File: config.mk
export PLATFORM = sky130hd
export DESIGN_NAME = sic_place
export DESIGN_NICKNAME = d
export VERILOG_FILES = /design/src/sv/sic_pkg.sv /design/src/sv/sic_place.sv
export SDC_FILE = /design/constraint.sdc
export NUM_CORES = 1
export LEC_CHECK = 0
export ABC_AREA = 1
export BUFFER_PORTS_ARGS = -buffer_cell sky130_fd_sc_hd__buf_2
export CAP_MARGIN = 0
export CORE_MARGIN = 2
export CORE_UTILIZATION = 25
export CTS_BUF_LIST = sky130_fd_sc_hd__clkbuf_16
export CTS_CLUSTER_DIAMETER = 200
export DETAILED_ROUTE_END_ITERATION = 10
export PLACE_DENSITY = 0.35
export SYNTH_ARGS = -nofsm -noshare
export SYNTH_HDL_FRONTEND = slang
export SYNTH_SLANG_ARGS = --single-unit
File: constraint.sdc
create_clock -name clk -period 8.2 [get_ports clk]
set_input_delay 0.41 -clock clk [delete_from_list [all_inputs] [get_ports clk]]
set_output_delay 0.41 -clock clk [all_outputs]
set_load 0.005 [all_outputs]
File: src/sv/sic_pkg.sv
`default_nettype none
// ============================================================================
// sic_pkg: shared definitions for the spiral index to coordinate block
// Widths, reset values and the control word that travels down the search
// chain.
// ============================================================================
package sic_pkg;

    // Spiral position width, fixed by the input word format
    localparam int INDEX_WIDTH = 32;

    // Default coordinate width (row, column and grid size)
    localparam int COORD_WIDTH_DEF = 16;

    // Grid size after reset
    localparam int GRID_SIZE_RESET = 1;

    // Control carried alongside each word through the chain
    typedef struct packed {
        logic valid;
        logic in_range;
    } ctl_t;

    // Width that holds both 4*x*(n-x) and a spiral position
    function automatic int prod_width(input int coord_width);
        int w;
        w = 2 * coord_width + 1;
        if (w < INDEX_WIDTH) begin
            w = INDEX_WIDTH;
        end
        return w;
    endfunction

endpackage
`default_nettype wire

File: src/sv/sic_place.sv
`default_nettype none
// ============================================================================
// sic_place: place the position on its shell
// Removes the cells of the outer shells, then walks the four sides of the
// current shell to get row and column. Holds the result word.
// ============================================================================
module sic_place #(
    parameter int COORD_WIDTH = sic_pkg::COORD_WIDTH_DEF
) (
    input  wire logic                            clk,
    input  wire logic                            rst_n,
    input  wire logic                            advance,
    input  wire sic_pkg::ctl_t                   ctl_in,
    input  wire logic [COORD_WIDTH-1:0]          n_in,
    input  wire logic [sic_pkg::INDEX_WIDTH-1:0] index_in,
    input  wire logic [COORD_WIDTH-2:0]          x_in,
    output logic                                 valid,
    output logic [COORD_WIDTH-1:0]               row,
    output logic [COORD_WIDTH-1:0]               column,
    output logic                                 in_range
);
    import sic_pkg::*;

    localparam int W  = COORD_WIDTH;
    localparam int XW = COORD_WIDTH - 1;
    localparam int PW = prod_width(COORD_WIDTH);

    // Stage A: shell cell count
    ctl_t                   ctl_a_reg;
    logic [W-1:0]           n_a_reg;
    logic [INDEX_WIDTH-1:0] index_a_reg;
    logic [XW-1:0]          x_a_reg;
    logic [PW-1:0]          ring_a_reg;
    logic [W-1:0]           diff;
    logic [2*W-2:0]         prod;
    logic [PW-1:0]          ring_next;

    // Stage B: side walk and result word
    logic [W-1:0]  shell;
    logic [W-1:0]  lim;
    logic [W-1:0]  side;
    logic [PW-1:0] t1;
    logic [PW-1:0] t2;
    logic [PW-1:0] t3;
    logic [PW-1:0] r;
    logic [PW-1:0] d1;
    logic [PW-1:0] d2;
    logic [PW-1:0] d3;
    logic [PW-1:0] d4;
    logic [W-1:0]  row_next;
    logic [W-1:0]  column_next;

    logic          out_valid_reg;
    logic          in_range_reg;
    logic [W-1:0]  row_reg;
    logic [W-1:0]  column_reg;
    logic [W-1:0]  n_b_reg;
    logic [W-1:0]  shell_b_reg;
    logic [W-1:0]  corner_b_reg;

    // Cells in the x outer shells: 4*x*(n-x)
    assign diff      = n_in - {1'b0, x_in};
    assign prod      = {{W{1'b0}}, x_in} * {{XW{1'b0}}, diff};
    assign ring_next = PW'({prod, 2'b00});

    always_ff @(posedge clk or negedge rst_n)
    begin
        if (!rst_n)
        begin
            ctl_a_reg <= '0;
        end
        else if (advance)
        begin
            ctl_a_reg <= ctl_in;
        end
    end

    always_ff @(posedge clk)
    begin
        if (advance)
        begin
            n_a_reg     <= n_in;
            index_a_reg <= index_in;
            x_a_reg     <= x_in;
            ring_a_reg  <= ring_next;
        end
    end

    // Shell geometry and side boundaries
    assign shell = {1'b0, x_a_reg} + W'(1);
    assign lim   = n_a_reg - {x_a_reg, 1'b0};
    assign side  = lim - W'(1);
    assign t1    = PW'(lim);
    assign t2    = t1 + PW'(side);
    assign t3    = t2 + PW'(side);
    assign r     = PW'(index_a_reg) - ring_a_reg;
    assign d1    = r - PW'(1);
    assign d2    = r - t1;
    assign d3    = r - t2;
    assign d4    = r - t3;

    // Walk top, right, bottom, left
    always_comb
    begin
        row_next    = '0;
        column_next = '0;
        if (ctl_a_reg.in_range)
        begin
            priority if (r <= t1)
            begin
                row_next    = shell;
                column_next = shell + d1[W-1:0];
            end
            else if (r <= t2)
            begin
                row_next    = shell + d2[W-1:0];
                column_next = shell + side;
            end
            else if (r <= t3)
            begin
                row_next    = shell + side;
                column_next = shell + side - d3[W-1:0];
            end
            else
            begin
                row_next    = shell + side - d4[W-1:0];
                column_next = shell;
            end
        end
    end

    // Hold the result word until taken
    always_ff @(posedge clk or negedge rst_n)
    begin
        if (!rst_n)
        begin
            out_valid_reg <= 1'b0;
        end
        else if (advance)
        begin
            out_valid_reg <= ctl_a_reg.valid;
        end
    end

    always_ff @(posedge clk)
    begin
        if (advance)
        begin
            in_range_reg <= ctl_a_reg.in_range;
            row_reg      <= row_next;
            column_reg   <= column_next;
            n_b_reg      <= n_a_reg;
            shell_b_reg  <= shell;
            corner_b_reg <= shell + side;
        end
    end

    assign valid    = out_valid_reg;
    assign row      = row_reg;
    assign column   = column_reg;
    assign in_range = in_range_reg;

`ifndef SYNTH
    // Out-of-range words carry zero coordinates
    a_zero_when_out: assert property (@(posedge clk) disable iff (!rst_n)
        out_valid_reg && !in_range_reg |-> row_reg == '0 && column_reg == '0)
        else $error("out-of-range word with nonzero coordinates");

    // In-range coordinates lie inside the grid
    a_inside_grid: assert property (@(posedge clk) disable iff (!rst_n)
        out_valid_reg && in_range_reg |->
            row_reg != '0 && row_reg <= n_b_reg &&
            column_reg != '0 && column_reg <= n_b_reg)
        else $error("coordinates outside the grid");

    // The cell sits on a side of its own shell
    a_on_shell: assert property (@(posedge clk) disable iff (!rst_n)
        out_valid_reg && in_range_reg |->
            row_reg == shell_b_reg || column_reg == shell_b_reg ||
            row_reg == corner_b_reg || column_reg == corner_b_reg)
        else $error("cell not on the boundary of its shell");
`endif

endmodule
`default_nettype wire

==> results.sh, run 1 <==
export IMPL_mappedNetlistNets=3858
export IMPL_io_buffer_count=101
export IMPL_drive_gt1_share_pct=12.5
export IMPL_detail_route_drc_violations=0
export IMPL_io_pins=102
export IMPL_floorplan_row_count=115
export IMPL_worstPathMaxFanout=3
export IMPL_gr_usage_all_layers_pct=18.9
export IMPL_routed_wire_length_per_instance_um=19.5
export IMPL_fill_cells=10900
export IMPL_area_overhead_of_the_layout_relative_to_synthesis_pct=16.8
export IMPL_routabilityCongestion=0.844
export IMPL_synth_sequential_area_ratio_pct=15.7
export IMPL_cp_endpoint_kind="flip-flop"
export IMPL_horizontal_die_dimension_um=318
export IMPL_final_setup_tns_ns=0
export IMPL_cts_sinks=130
export IMPL_die_boundary_height_um=318
export IMPL_clock_tree_htree_level_count=4
export IMPL_yosys_most_used_dff="sky130_fd_sc_hd__edfxtp_1"
export IMPL_n_antenna_cell=0
export IMPL_worst_r2r_setup_slack_ns=0.59
export IMPL_maxClockFrequency_mhz=131
export IMPL_largest_net_degree_at_the_start_of_global_routing=70
export IMPL_synthDistinctLibCells=65
export IMPL_ys_top_cells_by_area="sky130_fd_sc_hd__fa_1 (18%), sky130_fd_sc_hd__ha_1 (17%), sky130_fd_sc_hd__edfxtp_1 (15%)"
export IMPL_max_slew_violation_total_from_the_final_report=0
export IMPL_start_kind="flip-flop"
export IMPL_worst_setup_hold_path_clk_slew_ns=0.08
export IMPL_route_detailed_vias_per_inst=4.50
export IMPL_largest_register_ff_count=32
export IMPL_final_core_util_pct=29.4
export IMPL_synth_cell_area_um2=24700
export IMPL_cpMostUsedCell="sky130_fd_sc_hd__nand2_1"
export IMPL_total_of_flip_flops_plus_latches_after_synthesis=130
export IMPL_slew_headroom_pct=31.6
export IMPL_yosys_area_top_type_share_pct=18.4
export IMPL_timing_final_setup_violations=0
export IMPL_synth_avg_cell_area_um2=7.67
export IMPL_drv_cap=0
export IMPL_slowest_delay_ns=0.42
export IMPL_synth_edff_count=127
export IMPL_syn_instance_count=3223
export IMPL_crit_type="reg -> reg"
export IMPL_final_stage_net_count=4146
export IMPL_final_setup_skew_ns=0.0172
export IMPL_final_period_utilization_pct=92.8
export IMPL_cts_root_buffer="sky130_fd_sc_hd__clkbuf_16"
export IMPL_grt_pass1_vias=23100
export IMPL_netlist_top_cell_by_area="sky130_fd_sc_hd__fa_1"
export IMPL_crit_required_ns=8.44
export IMPL_route_vias_total=21700
export IMPL_run_status="completed"
export IMPL_detail_route_antenna_nets=0
export IMPL_drt_pass1_iter_count=5
export IMPL_yosys_warnings=0
export IMPL_overflow=0
export IMPL_detailed_place_hpwl_um=82700
export IMPL_multiInputGateArea_um2=18200
export IMPL_cts_tree="yes"
export IMPL_dr_first_iter_drc_count=864
export IMPL_seqCellArea_um2=3890
export IMPL_maximum_buffer_depth_of_the_clock_tree=2
export IMPL_core_area_um2=98100
export IMPL_antenna_found_initial=2
export IMPL_worstSkewPairLatency_ns=0.49
export IMPL_async_flop_share_pct=2.31
export IMPL_timing_critical_path_slowest_stage_cell="sky130_fd_sc_hd__fa_1"
export IMPL_grt_first_pass_wirelength_um=142000
export IMPL_worstHoldPathType="in -> reg"
export IMPL_tightest_slew_ns=1.02
export IMPL_tritoncts_num_buffers=17
export IMPL_postRouteWirelength_um=93900
export IMPL_die_area_um2=101000
export IMPL_initial_core_util_pct=25.2
export IMPL_timing_hold_violations_final=0
export IMPL_fin_crit_ns=7.61
export IMPL_cp_arrival_ns=7.85
## placed cells by master, fill, tap and decap left out, types with 6 or more instances in the layout
cell | Yosys | layout
sky130_fd_sc_hd__nand2_1 | 637 | 636
sky130_fd_sc_hd__inv_1 | 635 | 635
sky130_fd_sc_hd__ha_1 | 340 | 340
sky130_fd_sc_hd__nor2_1 | 230 | 230
sky130_fd_sc_hd__fa_1 | 227 | 227
sky130_fd_sc_hd__a21oi_1 | 225 | 223
sky130_fd_sc_hd__buf_4 | 1 | 209
sky130_fd_sc_hd__nand3_1 | 171 | 171
sky130_fd_sc_hd__edfxtp_1 | 127 | 127
sky130_fd_sc_hd__xor2_1 | 125 | 124
sky130_fd_sc_hd__o21ai_0 | 107 | 105
sky130_fd_sc_hd__buf_2 | 9 | 100
sky130_fd_sc_hd__nand4_1 | 50 | 50
sky130_fd_sc_hd__xnor2_1 | 39 | 39
sky130_fd_sc_hd__nor3_1 | 37 | 36
sky130_fd_sc_hd__or2_2 | 23 | 23
sky130_fd_sc_hd__o21ai_1 | 19 | 21
sky130_fd_sc_hd__o21bai_1 | 18 | 18
sky130_fd_sc_hd__clkbuf_16 | 0 | 17
sky130_fd_sc_hd__nand2_2 | 15 | 16
sky130_fd_sc_hd__nor4_1 | 16 | 15
sky130_fd_sc_hd__nand3b_1 | 11 | 11
sky130_fd_sc_hd__inv_2 | 10 | 10
sky130_fd_sc_hd__a21o_1 | 10 | 10
sky130_fd_sc_hd__nor2_2 | 8 | 8
sky130_fd_sc_hd__o211ai_1 | 7 | 7
sky130_fd_sc_hd__a31oi_1 | 7 | 7
sky130_fd_sc_hd__nand2_4 | 6 | 6
sky130_fd_sc_hd__a21oi_2 | 4 | 6
sky130_fd_sc_hd__a211oi_1 | 6 | 6
sky130_fd_sc_hd__inv_6 | 0 | 6
## worst paths after layout
check,startpoint,endpoint,cells past startpoint
worst max-delay path,n_a_reg[1]$_DFFE_PP_,row[6]$_SDFFCE_PN0P_,48
worst min-delay path,index_in[16],index_a_reg[16]$_DFFE_PP_,1
worst max register to register,n_a_reg[1]$_DFFE_PP_,row[6]$_SDFFCE_PN0P_,48
worst min register to register,ctl_a_reg[1]$_DFFE_PN0P_,valid$_DFFE_PN0P_,2
max in group asynchronous,rst_n,ctl_a_reg[1]$_DFFE_PN0P_,2
min in group asynchronous,rst_n,ctl_a_reg[0]$_DFFE_PN0P_,2
## worst max-delay path, delay by kind of cell, from the launching register on
family / cells / cell delay (ns)
and+or+nand+nor: 25 / 2.94
adders and majority gates: 5 / 1.53
AOI/OAI and AO/OA: 7 / 1.11
buffers and inverters: 9 / 0.97
xor gates and xnor gates: 2 / 0.48
DFF: 1 / 0.34
## per-layer routing
| metal | part of all wire, % | GRT usage [%] | vias up |
|---|---|---|---|
| met2 | 52 | 35.6 | 271 |
| met3 | 1.9 | 1.63 | 55 |
| met1 | 44 | 23.1 | 10400 |
| met5 | 0.0075 | 0 | - |
| met4 | 1.7 | 4.15 | 2 |
| li1 | - | - | 10900 |
## timing repair
action / in CTS / in global routing
endpoints found under the setup margin: 0 / 36
resized for setup: 0 / 8
buffers inserted: 0 / 0
hold buffers: 1 / 0
endpoints found under the hold margin: 3 / 0
## layout make-up
cell class	instances	area share (%)
multi-input cells	2399	63.0
flip-flops and latches	130	13.5
well taps	1287	5.58
clock buffers	17	1.47
inverters	651	8.48
repair buffers	312	7.31
clock inverters	15	0.659
## per-stage QoR
stage          instances  cell area, um2  hold WS (ns)  worst slack (ns)
6_report            4811           28900        0.0866             0.589
5_1_grt             4811           28900        0.0574           -0.0172
4_1_cts             4811           28800        0.0374             0.403
3_5_place_dp        4778           28200         0.210           -0.0503
3_3_place_gp        4778           28200         0.212          -0.00855
2_1_floorplan       3223           24700         0.114             0.350
## Yosys cell counts, types with 18 or more instances
cell type                  count
sky130_fd_sc_hd__nand2_1     637
sky130_fd_sc_hd__inv_1       635
sky130_fd_sc_hd__ha_1        340
sky130_fd_sc_hd__nor2_1      230
sky130_fd_sc_hd__fa_1        227
sky130_fd_sc_hd__a21oi_1     225
sky130_fd_sc_hd__nand3_1     171
sky130_fd_sc_hd__edfxtp_1    127
sky130_fd_sc_hd__xor2_1      125
sky130_fd_sc_hd__o21ai_0     107
sky130_fd_sc_hd__nand4_1      50
sky130_fd_sc_hd__xnor2_1      39
sky130_fd_sc_hd__nor3_1       37
sky130_fd_sc_hd__clkbuf_1     24
sky130_fd_sc_hd__or2_2        23
sky130_fd_sc_hd__o21ai_1      19
sky130_fd_sc_hd__o21bai_1     18
## kinds of logic after synthesis
logic type / synth area share, %
AO/OA/AOI/OAI: 9.86
XOR/XNOR: 6.32
multiplexers: 0.0456
flip-flops: 15.7
adder cells (fa/ha/maj): 35.6
buffers and inverters: 10.8
AND/OR/NAND/NOR: 21.7
Power of run 1 is left out: the tool's default activity adds up to more than one toggle a clock period on the data nets, which glitch-free logic cannot reach.
==> inputs of run 2 (changes only) <==
==> constraint.sdc (replaced) <==
create_clock -name clk -period 8.2 [get_ports clk]
set_input_delay 0.82 -clock clk [delete_from_list [all_inputs] [get_ports clk]]
set_output_delay 0.82 -clock clk [all_outputs]
set_load 0.005 [all_outputs]
==> results.sh, run 2 (synthesis results as in run 1) <==
export IMPL_run_status="completed"
export IMPL_floorplan_row_count=115
export IMPL_grt_first_pass_wirelength_um=144000
export IMPL_final_setup_skew_ns=0.0211
export IMPL_drv_cap=0
export IMPL_crit_type="in -> reg"
export IMPL_final_core_util_pct=30.0
export IMPL_fill_cells=10900
export IMPL_worst_r2r_setup_slack_ns=0.51
export IMPL_io_pins=102
export IMPL_tritoncts_num_buffers=17
export IMPL_drt_pass1_iter_count=5
export IMPL_slowest_delay_ns=0.59
export IMPL_drive_gt1_share_pct=15.0
export IMPL_worstHoldPathType="in -> async"
export IMPL_largest_net_degree_at_the_start_of_global_routing=71
export IMPL_start_kind="primary input"
export IMPL_overflow=0
export IMPL_cts_sinks=130
export IMPL_io_buffer_count=101
export IMPL_timing_critical_path_slowest_stage_cell="sky130_fd_sc_hd__fa_1"
export IMPL_routabilityCongestion=0.887
export IMPL_cp_endpoint_kind="flip-flop"
export IMPL_die_area_um2=101000
export IMPL_detail_route_antenna_nets=0
export IMPL_clock_tree_htree_level_count=4
export IMPL_gr_usage_all_layers_pct=19.0
export IMPL_timing_final_setup_violations=0
export IMPL_timing_rr_end="row[2]$_SDFFCE_PN0P_"
export IMPL_launch_point_of_the_critical_path="n_in[0]"
export IMPL_fin_crit_ns=7.77
export IMPL_route_vias_total=21900
export IMPL_worstSkewPairLatency_ns=0.49
export IMPL_max_slew_violation_total_from_the_final_report=0
export IMPL_area_overhead_of_the_layout_relative_to_synthesis_pct=19.2
export IMPL_detailed_place_hpwl_um=82800
export IMPL_maxClockFrequency_mhz=129
export IMPL_cts_root_buffer="sky130_fd_sc_hd__clkbuf_16"
export IMPL_cp_arrival_ns=8.00
export IMPL_tightest_slew_ns=1.05
export IMPL_n_antenna_cell=0
export IMPL_worstPathMaxFanout=3
export IMPL_r2r_start="x_a_reg[0]$_DFFE_PP_"
export IMPL_postRouteWirelength_um=94500
export IMPL_largest_register_ff_count=32
export IMPL_core_area_um2=98100
export IMPL_dr_first_iter_drc_count=1064
export IMPL_timing_hold_violations_final=0
export IMPL_crit_required_ns=8.43
export IMPL_final_setup_tns_ns=0
export IMPL_most_frequent_standard_cell_in_the_layout_excluding_fill_and_tap_cells="sky130_fd_sc_hd__inv_1"
export IMPL_cts_tree="yes"
export IMPL_cpMostUsedCell="sky130_fd_sc_hd__nand2_1"
export IMPL_ctsHoldBuffers=0
export IMPL_commonest_non_fill_non_tap_cells_in_the_layout="sky130_fd_sc_hd__inv_1 (633), sky130_fd_sc_hd__nand2_1 (630), sky130_fd_sc_hd__ha_1 (333), sky130_fd_sc_hd__buf_4 (274)"
export IMPL_maximum_buffer_depth_of_the_clock_tree=2
export IMPL_grt_pass1_vias=23700
export IMPL_detail_route_drc_violations=0
export IMPL_worst_setup_hold_path_clk_slew_ns=0.07
export IMPL_horizontal_die_dimension_um=318
export IMPL_slew_headroom_pct=29.7
export IMPL_final_period_utilization_pct=94.8
export IMPL_final_stage_net_count=4209
export IMPL_die_boundary_height_um=318
export IMPL_routed_wire_length_per_instance_um=19.4
export IMPL_initial_core_util_pct=25.2
export IMPL_route_detailed_vias_per_inst=4.50
export IMPL_rr_worst_depth=46
export IMPL_antenna_found_initial=0
-- run 2: cell types whose count changed in the layout (fill, tap and decap cells not counted), sizes merged --
cell	change
buf	+64
bufinv	-1
clkinv	+2
clkinvlp	+3
dlygate4sd3	-1
inv	-6
-- run 2: per-layer routing --
metal	wire, um	vias to the layer above	GRT usage (%)
met5	0	-	0
met4	1620	0	3.82
met3	1820	64	1.71
met2	49700	271	36.1
met1	41400	10500	23.1
li1	-	11100	-
-- run 2: worst max path at each step --
stage	slack (ns)	endpoint	cells past startpoint
2_1_floorplan	0.02	ring_a_reg[32]$_DFFE_PP_	40
3_3_place_gp	-0.52	ring_a_reg[24]$_DFFE_PP_	43
3_5_place_dp	-0.53	ring_a_reg[32]$_DFFE_PP_	41
4_1_cts	0.06	ring_a_reg[24]$_DFFE_PP_	41
5_1_grt	-0.04	ring_a_reg[30]$_DFFE_PP_	40
6_report	0.43	ring_a_reg[31]$_DFFE_PP_	44
-- run 2: metrics by stage --
step	cell area (um2)	hold WS [ns]	setup slack (ns)	instances
after global routing	29500	0.0866	-0.0430	4872
after floorplan	24700	0.478	0.0177	3223
after CTS	29200	0.0718	0.0618	4867
after global placement	28600	0.506	-0.524	4837
after detailed placement	28600	0.508	-0.529	4837
final	29500	0.108	0.428	4872
-- run 2: what timing repair did --
action / CTS / global route
setup buffers: 0 / 5
pin swaps: 0 / 37
setup endpoints to repair: 2 / 42
resized for setup: 1 / 51
gates cloned: 0 / 0
-- run 2: final cells by class --
type / count / area, um2 / area share (%)
multi-input cells: 2399 / 18400 / 62.5
flip-flops and latches: 130 / 3890 / 13.2
repair buffers: 375 / 2570 / 8.72
inverters: 651 / 2450 / 8.31
well taps: 1287 / 1610 / 5.47
clock buffers: 17 / 425 / 1.44
clock inverters: 13 / 115 / 0.391
-- run 2: critical path, delay by kind of cell --
family,cells,cell delay (ns)
XOR/XNOR,1,0.13
AO/OA/AOI/OAI,4,0.47
AND/OR/NAND/NOR,22,2.09
adder cells (fa/ha/maj),9,3.87
buffers and inverters,8,0.63
Power of run 2 is left out for the same reason.
